===== config.mk =====
export PLATFORM = sky130hd
export DESIGN_NAME = rounded_window_pixel_blend
export DESIGN_NICKNAME = d
export VERILOG_FILES = /design/src/hw/rtl/rwpb_pkg.sv /design/src/hw/rtl/rounded_window_pixel_blend.sv /design/src/hw/rtl/rwpb_mask.sv /design/src/hw/rtl/rwpb_blend.sv
export SDC_FILE = /design/constraint.sdc
export NUM_CORES = 2
export LEC_CHECK = 0
export BUFFER_PORTS_ARGS = -buffer_cell sky130_fd_sc_hd__buf_4
export CORE_MARGIN = 2
export CORE_UTILIZATION = 45
export CTS_CLUSTER_SIZE = 28
export DETAILED_ROUTE_END_ITERATION = 7
export SKIP_LAST_GASP = 1
export SLEW_MARGIN = 30
export SYNTH_ARGS = -nofsm -noshare
export SYNTH_HDL_FRONTEND = slang
export SYNTH_SLANG_ARGS = --single-unit

===== constraint.sdc =====
create_clock -name aclk -period 12.4 [get_ports aclk]
set_input_delay 1.24 -clock aclk [delete_from_list [all_inputs] [get_ports aclk]]
set_output_delay 1.24 -clock aclk [all_outputs]
set_load 0.01 [all_outputs]

===== src/hw/rtl/rwpb_pkg.sv =====
package rwpb_pkg;

    localparam int unsigned CFG_W       = 13;
    localparam int unsigned COORD_W     = 12;
    localparam int unsigned COLOR_W     = 32;
    localparam int unsigned RADIUS_W    = 8;
    localparam int unsigned OFS_W       = 16;
    localparam int unsigned ALPHA_SHIFT = 24;

    localparam logic [23:0] RB_MASK   = 24'hFF00FF;
    localparam logic [23:0] G_MASK    = 24'h00FF00;
    localparam logic [8:0]  ALPHA_ONE = 9'd256;

    typedef enum logic [2:0] {
        CFG_WINDOW_LEFT   = 3'd0,
        CFG_WINDOW_TOP    = 3'd1,
        CFG_WINDOW_WIDE   = 3'd2,
        CFG_WINDOW_TALL   = 3'd3,
        CFG_CORNER_RADIUS = 3'd4,
        CFG_ROUND_ENABLE  = 3'd5,
        CFG_BLEND_ENABLE  = 3'd6
    } cfg_index_t;

    typedef struct packed {
        logic signed [CFG_W-1:0] left;
        logic signed [CFG_W-1:0] top;
        logic [CFG_W-1:0]        wide;
        logic [CFG_W-1:0]        tall;
        logic [RADIUS_W-1:0]     radius;
        logic                    round_en;
        logic                    blend_en;
    } rwpb_cfg_t;

    // per-stage load enables
    typedef struct packed {
        logic s1;
        logic s2;
        logic s3;
    } rwpb_adv_t;

endpackage


===== src/hw/rtl/rounded_window_pixel_blend.sv =====
// Per-pixel window composition with rounded-corner masking and alpha-over blend.
// Input stream s_*: one word per pixel carrying screen position, window ARGB
// color and the framebuffer ARGB color beneath it. Output stream m_*: one word
// per input word, tuser = 1 means write tdata to the framebuffer, tuser = 0
// means the pixel falls in a rounded-off corner and is left as is (tdata = 0).
// Configuration is a write-only register port (cfg_we/cfg_index/cfg_data); the
// user must write it only while no pixel is in flight; the block does not enforce it.
// Pipeline: three register stages (offsets and under-alpha scaling, squares
// and channel products, corner compare and final color).
// Throughput: one word per clock; each stage loads a new word unless stalled.
// Reset (aresetn low, synchronous) empties the pipeline and loads the register
// defaults: origin 0, size 1x1, radius 0, masking and blending off.
// When m_tready is low the output word holds; stages upstream keep filling
// empty slots, so s_tready drops only once all three stages hold a word.
module rounded_window_pixel_blend (
    input  logic        aclk,
    input  logic        aresetn,
    // config register port
    input  logic        cfg_we,
    input  logic [2:0]  cfg_index,
    input  logic [12:0] cfg_data,
    // input pixel stream
    input  logic        s_tvalid,
    output logic        s_tready,
    input  logic [87:0] s_tdata,    // pixel_x, pixel_y, window_color, under_color
    // output pixel stream
    output logic        m_tvalid,
    input  logic        m_tready,
    output logic [31:0] m_tdata,    // out_color
    output logic        m_tuser     // write_pixel
);
    import rwpb_pkg::*;

    rwpb_cfg_t cfg_reg;
    rwpb_adv_t adv;

    logic v1_reg, v2_reg, vout_reg;

    logic               masked;
    logic [COLOR_W-1:0] color;

    logic [COLOR_W-1:0] m_tdata_reg;
    logic               m_tuser_reg;

    // configuration registers
    always_ff @(posedge aclk) begin
        if (!aresetn) begin
            cfg_reg.left     <= '0;
            cfg_reg.top      <= '0;
            cfg_reg.wide     <= 13'd1;
            cfg_reg.tall     <= 13'd1;
            cfg_reg.radius   <= '0;
            cfg_reg.round_en <= 1'b0;
            cfg_reg.blend_en <= 1'b0;
        end else if (cfg_we) begin
            unique case (cfg_index_t'(cfg_index))
                CFG_WINDOW_LEFT:   cfg_reg.left     <= cfg_data;
                CFG_WINDOW_TOP:    cfg_reg.top      <= cfg_data;
                CFG_WINDOW_WIDE:   cfg_reg.wide     <= cfg_data;
                CFG_WINDOW_TALL:   cfg_reg.tall     <= cfg_data;
                CFG_CORNER_RADIUS: cfg_reg.radius   <= cfg_data[RADIUS_W-1:0];
                CFG_ROUND_ENABLE:  cfg_reg.round_en <= cfg_data[0];
                CFG_BLEND_ENABLE:  cfg_reg.blend_en <= cfg_data[0];
                default: ;  // unused index, write dropped
            endcase
        end
    end

    // a stage loads when it is empty or its word moves on this cycle
    assign adv.s3   = !vout_reg || m_tready;
    assign adv.s2   = !v2_reg || adv.s3;
    assign adv.s1   = !v1_reg || adv.s2;
    assign s_tready = adv.s1;

    always_ff @(posedge aclk) begin
        if (!aresetn) begin
            v1_reg   <= 1'b0;
            v2_reg   <= 1'b0;
            vout_reg <= 1'b0;
        end else begin
            if (adv.s1) begin
                v1_reg <= s_tvalid;
            end
            if (adv.s2) begin
                v2_reg <= v1_reg;
            end
            if (adv.s3) begin
                vout_reg <= v2_reg;
            end
        end
    end

    // corner geometry path
    rwpb_mask u_mask (
        .aclk    (aclk),
        .cfg     (cfg_reg),
        .adv     (adv),
        .pixel_x (s_tdata[11:0]),
        .pixel_y (s_tdata[23:12]),
        .masked  (masked)
    );

    // color path
    rwpb_blend u_blend (
        .aclk         (aclk),
        .adv          (adv),
        .blend_en     (cfg_reg.blend_en),
        .window_color (s_tdata[55:24]),
        .under_color  (s_tdata[87:56]),
        .color        (color)
    );

    // output register, rounded-off pixels carry a zero color
    always_ff @(posedge aclk) begin
        if (adv.s3) begin
            m_tdata_reg <= masked ? '0 : color;
            m_tuser_reg <= !masked;
        end
    end

    assign m_tvalid = vout_reg;
    assign m_tdata  = m_tdata_reg;
    assign m_tuser  = m_tuser_reg;

endmodule


===== src/hw/rtl/rwpb_mask.sv =====
module rwpb_mask (
    input  logic                                 aclk,
    input  rwpb_pkg::rwpb_cfg_t                  cfg,
    input  rwpb_pkg::rwpb_adv_t                  adv,
    input  logic [rwpb_pkg::COORD_W-1:0]         pixel_x,
    input  logic [rwpb_pkg::COORD_W-1:0]         pixel_y,
    output logic                                 masked
);
    import rwpb_pkg::*;

    logic signed [OFS_W-1:0] rad_s, org_x, org_y, pos_x, pos_y;
    logic signed [OFS_W-1:0] ofs_l, ofs_r, ofs_t, ofs_b;

    logic                in_l_reg, in_r_reg, in_t_reg, in_b_reg;
    logic [RADIUS_W-1:0] mag_l_reg, mag_r_reg, mag_t_reg, mag_b_reg;

    logic                   in_l2_reg, in_r2_reg, in_t2_reg, in_b2_reg;
    logic [2*RADIUS_W-1:0]  sq_l_reg, sq_r_reg, sq_t_reg, sq_b_reg, r2_reg;

    logic hit_tl, hit_tr, hit_bl, hit_br;

    // distance to the corner center, counted 1..radius inside a corner square
    assign rad_s = {{(OFS_W-RADIUS_W){1'b0}}, cfg.radius};
    assign org_x = {{(OFS_W-CFG_W){cfg.left[CFG_W-1]}}, cfg.left};
    assign org_y = {{(OFS_W-CFG_W){cfg.top[CFG_W-1]}}, cfg.top};
    assign pos_x = {{(OFS_W-COORD_W){1'b0}}, pixel_x};
    assign pos_y = {{(OFS_W-COORD_W){1'b0}}, pixel_y};

    assign ofs_l = org_x + rad_s - pos_x;
    assign ofs_t = org_y + rad_s - pos_y;
    assign ofs_r = pos_x - org_x - {{(OFS_W-CFG_W){1'b0}}, cfg.wide} + rad_s + 16'sd1;
    assign ofs_b = pos_y - org_y - {{(OFS_W-CFG_W){1'b0}}, cfg.tall} + rad_s + 16'sd1;

    always_ff @(posedge aclk) begin
        if (adv.s1) begin
            in_l_reg  <= (ofs_l > 16'sd0) && (ofs_l <= rad_s);
            in_r_reg  <= (ofs_r > 16'sd0) && (ofs_r <= rad_s);
            in_t_reg  <= (ofs_t > 16'sd0) && (ofs_t <= rad_s);
            in_b_reg  <= (ofs_b > 16'sd0) && (ofs_b <= rad_s);
            mag_l_reg <= ofs_l[RADIUS_W-1:0];
            mag_r_reg <= ofs_r[RADIUS_W-1:0];
            mag_t_reg <= ofs_t[RADIUS_W-1:0];
            mag_b_reg <= ofs_b[RADIUS_W-1:0];
        end
    end

    always_ff @(posedge aclk) begin
        if (adv.s2) begin
            in_l2_reg <= in_l_reg;
            in_r2_reg <= in_r_reg;
            in_t2_reg <= in_t_reg;
            in_b2_reg <= in_b_reg;
            sq_l_reg  <= mag_l_reg * mag_l_reg;
            sq_r_reg  <= mag_r_reg * mag_r_reg;
            sq_t_reg  <= mag_t_reg * mag_t_reg;
            sq_b_reg  <= mag_b_reg * mag_b_reg;
            r2_reg    <= cfg.radius * cfg.radius;
        end
    end

    assign hit_tl = in_l2_reg && in_t2_reg &&
                    (({1'b0, sq_l_reg} + {1'b0, sq_t_reg}) >= {1'b0, r2_reg});
    assign hit_tr = in_r2_reg && in_t2_reg &&
                    (({1'b0, sq_r_reg} + {1'b0, sq_t_reg}) >= {1'b0, r2_reg});
    assign hit_bl = in_l2_reg && in_b2_reg &&
                    (({1'b0, sq_l_reg} + {1'b0, sq_b_reg}) >= {1'b0, r2_reg});
    assign hit_br = in_r2_reg && in_b2_reg &&
                    (({1'b0, sq_r_reg} + {1'b0, sq_b_reg}) >= {1'b0, r2_reg});

    assign masked = cfg.round_en && (hit_tl || hit_tr || hit_bl || hit_br);

endmodule


===== src/hw/rtl/rwpb_blend.sv =====
module rwpb_blend (
    input  logic                          aclk,
    input  rwpb_pkg::rwpb_adv_t           adv,
    input  logic                          blend_en,
    input  logic [rwpb_pkg::COLOR_W-1:0]  window_color,
    input  logic [rwpb_pkg::COLOR_W-1:0]  under_color,
    output logic [rwpb_pkg::COLOR_W-1:0]  color
);
    import rwpb_pkg::*;

    logic [7:0]  aa_in, ua_in;
    logic [16:0] ab_prod;

    logic [7:0]          aa_reg, ab_reg;
    logic [COLOR_W-1:0]  wc_reg, uc_reg;

    logic [31:0] rb1_prod, rb2_prod, g1_prod, g2_prod;
    logic [7:0]          a2_reg;
    logic [23:0]         rb1_reg, rb2_reg, g1_reg, g2_reg;
    logic [COLOR_W-1:0]  wc2_reg;

    logic [23:0] mixed;

    // under alpha scaled by what the window leaves uncovered
    assign aa_in   = window_color[ALPHA_SHIFT +: 8];
    assign ua_in   = under_color[ALPHA_SHIFT +: 8];
    assign ab_prod = {9'b0, ua_in} * {8'b0, ALPHA_ONE - {1'b0, aa_in}};

    always_ff @(posedge aclk) begin
        if (adv.s1) begin
            aa_reg <= aa_in;
            ab_reg <= ab_prod[15:8];
            wc_reg <= window_color;
            uc_reg <= under_color;
        end
    end

    assign rb1_prod = {24'b0, aa_reg} * {8'b0, wc_reg[23:0] & RB_MASK};
    assign rb2_prod = {24'b0, ab_reg} * {8'b0, uc_reg[23:0] & RB_MASK};
    assign g1_prod  = {24'b0, aa_reg} * {8'b0, wc_reg[23:0] & G_MASK};
    assign g2_prod  = {24'b0, ab_reg} * {8'b0, uc_reg[23:0] & G_MASK};

    always_ff @(posedge aclk) begin
        if (adv.s2) begin
            a2_reg  <= aa_reg + ab_reg;
            rb1_reg <= rb1_prod[31:8];
            rb2_reg <= rb2_prod[31:8];
            g1_reg  <= g1_prod[31:8];
            g2_reg  <= g2_prod[31:8];
            wc2_reg <= wc_reg;
        end
    end

    // partial terms are or-ed, not added
    assign mixed = ((rb1_reg | rb2_reg) & RB_MASK) | ((g1_reg | g2_reg) & G_MASK);
    assign color = blend_en ? {a2_reg, mixed} : wc2_reg;

endmodule


==> results.cfg <==
[status]
status = finished, final reports clean

[synth]
seq_area_frac_synth_pct = 24.22
synth-edff-count = 300
ys_top_cells_by_area = edfxtp_1 (21%), ha_1 (19%), fa_1 (19%), inv_1 (5.9%), and2_1 (4.3%)
synth_top_flop_cell = edfxtp_1
synthCells = 4393
synth_top_area_cell = edfxtp_1
ys_ff_latch = 365
syn_area_mm2 = 0.04257
yosysWarnings = 0
synthArstFlopShare_pct = 0
synth_top_area_share_pct = 21.16
syn_area_per_cell_um2 = 9.691
synthDistinctLibCells = 75

[hold_path]
hp-class = flip-flop to flip-flop
min_path_cells = 2
min_from = cfg_reg[30]
min_to = cfg_reg[30]

[drt]
drt_iter0_drc = 1818
vias = 30335
drc = 0
dr.pass1.iters = 5
finalWirelength_um = 98720
ant_nets = 0
routedWlPerCell_um = 16.95
via_per_inst = 5.209

[clock_tree]
cts.sinks = 365
post-cts-setup-buffer-count = 0
ctsResizeCount = 0
cts_root_buf = clkbuf_16
htreeDepth = 2
cts_buffer_depth = 3
cts_inserted_buffers = 46
cts_hold_buffers = 0
clk_latency_ns = 0.60
clk_pin_slew_ns = 0.06
tritoncts = yes

[setup_path]
r2r_end = u_blend.rb1_reg[22]
r2r_cells = 16
r2r_slack_ns = 6.83
cp_data_required_time_ns = 12.73
worst_setup_path_end_kind = flip-flop
r2r_start = u_blend.wc_reg[26]
worstPathArrival_ns = 6.73
crit_path_max_fanout = 10
critPathKind = primary input to flip-flop
startpoint_type = primary input

[place]
place_hpwl_um = 78280
postPlaceCellArea_mm2 = 0.04514
dpl.cell_count = 5737
place.gp.congestion = 0.8746
io_buffer_count = 143

[pwr]
power_density_mw_per_mm2 = 293.8
irDropWorstVdd_mv = 0.3187
p_leak_nw = 22.50

[global_route]
grt_usage_pct = 20.60
grt_pass1_vias = 30281
use_met3_pct = 2.682
grt_max_degree = 78
antenna_found_initial = 1
grt.busiest_layer = met2
met1_usage_pct = 29.70
grt_pass1_wl_um = 160700
grt.met2_usage_pct = 32.76
grt_overflow = 0

[finish]
drive_gt1_share_pct = 6.435
utilization_pct = 49.99
final_cells = 5824
largest_register_ffs = 62
syn_to_final_growth_pct = 9.910
layout.nets = 5695
finish.instance_area_mm2 = 0.04679

[floorplanning]
initial_core_util_pct = 45.48
die_area_mm2 = 0.09709
rows = 112
die_w_um = 311.6
io-pin-count = 144
core_mm2 = 0.09361
dieHeight_um = 311.6

[timing]
setup-violations-final = 0
relSlewSlack_pct = 40.17
fin_crit_sh_pct = 51.61
post-route-min-period_ns = 6.400
fin_hold_ws_ns = 0.4631
timing.fmax_ghz = 0.1563
tns_ns = 0
rsz0062_at_grt = false
slew_viol_final = 0
worst_slew_pin_slew_ns = 0.8974
clock_skew_ns = 0.02142
hold_violations = 0

[job]
drv_cap = 0
## worst max-delay path by stage
| stage | start | end | slack, ns |
|---|---|---|---|
| finish | s_tdata[48] | u_blend.ab_reg[7] | 6.00 |
| global route | s_tdata[48] | u_blend.ab_reg[7] | 5.75 |
| CTS | s_tdata[48] | u_blend.ab_reg[7] | 6.04 |
| detailed placement | s_tdata[48] | u_blend.ab_reg[7] | 5.42 |
| global placement | s_tdata[48] | u_blend.ab_reg[7] | 5.51 |
| floorplan | s_tdata[48] | u_blend.ab_reg[7] | 6.15 |
## layer usage
layer / wire length, um / up-vias
li1: - / 14986
met1: 47610 / 14698
met2: 44270 / 541
met3: 4522 / 110
met4: 2314 / 0
met5: 0 / -
## placed cells by master, fill, tap and decap left out, drive strengths merged, types with 7 or more instances in the layout
cell type    n
inv        669
ha         654
nand2      482
fa         398
edfxtp     300
and2       294
nor2       221
xnor2      194
buf        172
a21oi      165
o21ai       88
a21o        79
xor2        76
a21boi      67
dfxtp       65
a211oi      62
clkbuf      59
nor2b       58
nand3       50
nor3        50
o21a        36
nand4       32
o21bai      25
nand2b      24
and3        22
or3         21
o211ai      17
mux2i       13
nor4        12
a31oi       11
a41oi       11
clkinv      10
o2111ai      9
a31o         7
a211o        7
or2          7
a2111oi      7
o41ai        7
## critical path, cell delays in order
cell     delay, ns
buf_4         0.15
inv_1         0.08
ha_1          0.18
nand2_1       0.09
or3_1         0.37
xor2_1        0.59
and2_1        0.25
fa_1          0.42
fa_1          0.54
inv_1         0.05
fa_1          0.46
fa_1          0.49
inv_1         0.04
ha_1          0.30
and2_1        0.16
a22oi_1       0.16
nand2_1       0.13
o41a_1        0.39
a311o_1       0.37
a21oi_1       0.19
xnor2_1       0.08
## synthesized netlist by cell type (13+ instances only)
cell type,count
inv_1,664
ha_1,654
nand2_1,482
fa_1,398
edfxtp_1,300
and2_1,294
nor2_1,221
xnor2_1,194
a21oi_1,165
o21ai_0,87
a21o_1,79
xor2_1,76
clkbuf_1,75
a21boi_0,67
dfxtp_1,65
nor2b_1,58
nand3_1,50
nor3_1,49
a211oi_1,41
o21a_1,36
nand4_1,32
o21bai_1,25
nand2b_1,24
and3_1,22
or3_1,21
a211oi_2,20
o211ai_1,17
mux2i_1,13
## layout make-up
| type | instances | area, um^2 |
|---|---|---|
| fill | 8805 | 46820 |
| multi-input combinational | 3285 | 29490 |
| sequential | 365 | 10310 |
| inverter | 664 | 2492 |
| tap | 1254 | 1569 |
| timing repair buffer | 172 | 1338 |
| clock buffer | 59 | 1285 |
| clock inverter | 24 | 302.8 |
| antenna | 1 | 2.502 |
## kinds of logic (layout without fill, tap and decap cells)
family | count (synthesis) | count (layout) | share of synthesized area, %
AOI/OAI and AO/OA | 639 | 639 | 10.32
xor gates and xnor gates | 270 | 270 | 5.554
adders and majority gates | 1052 | 1052 | 37.93
buffers and inverters | 744 | 919 | 6.604
DFF | 365 | 365 | 24.22
muxes | 18 | 18 | 0.4379
other | 1 | 3 | 0.008808
and+or+nand+nor | 1304 | 1304 | 14.92
## where the power goes
group          switching (W)  internal [W]
registers           0.000313       0.00206
logic                0.00548       0.00447
clock network       0.000559      0.000862
total                0.00635       0.00740
## through the flow
step                setup WS, ns  power [W]
floorplan                  6.153    0.01006
finish                     6.000    0.01375
CTS                        6.044    0.01390
detailed placement         5.421    0.01236
global placement           5.508    0.01222
global route               5.748    0.01545
Note: power is estimated with default switching activity, not from simulation.
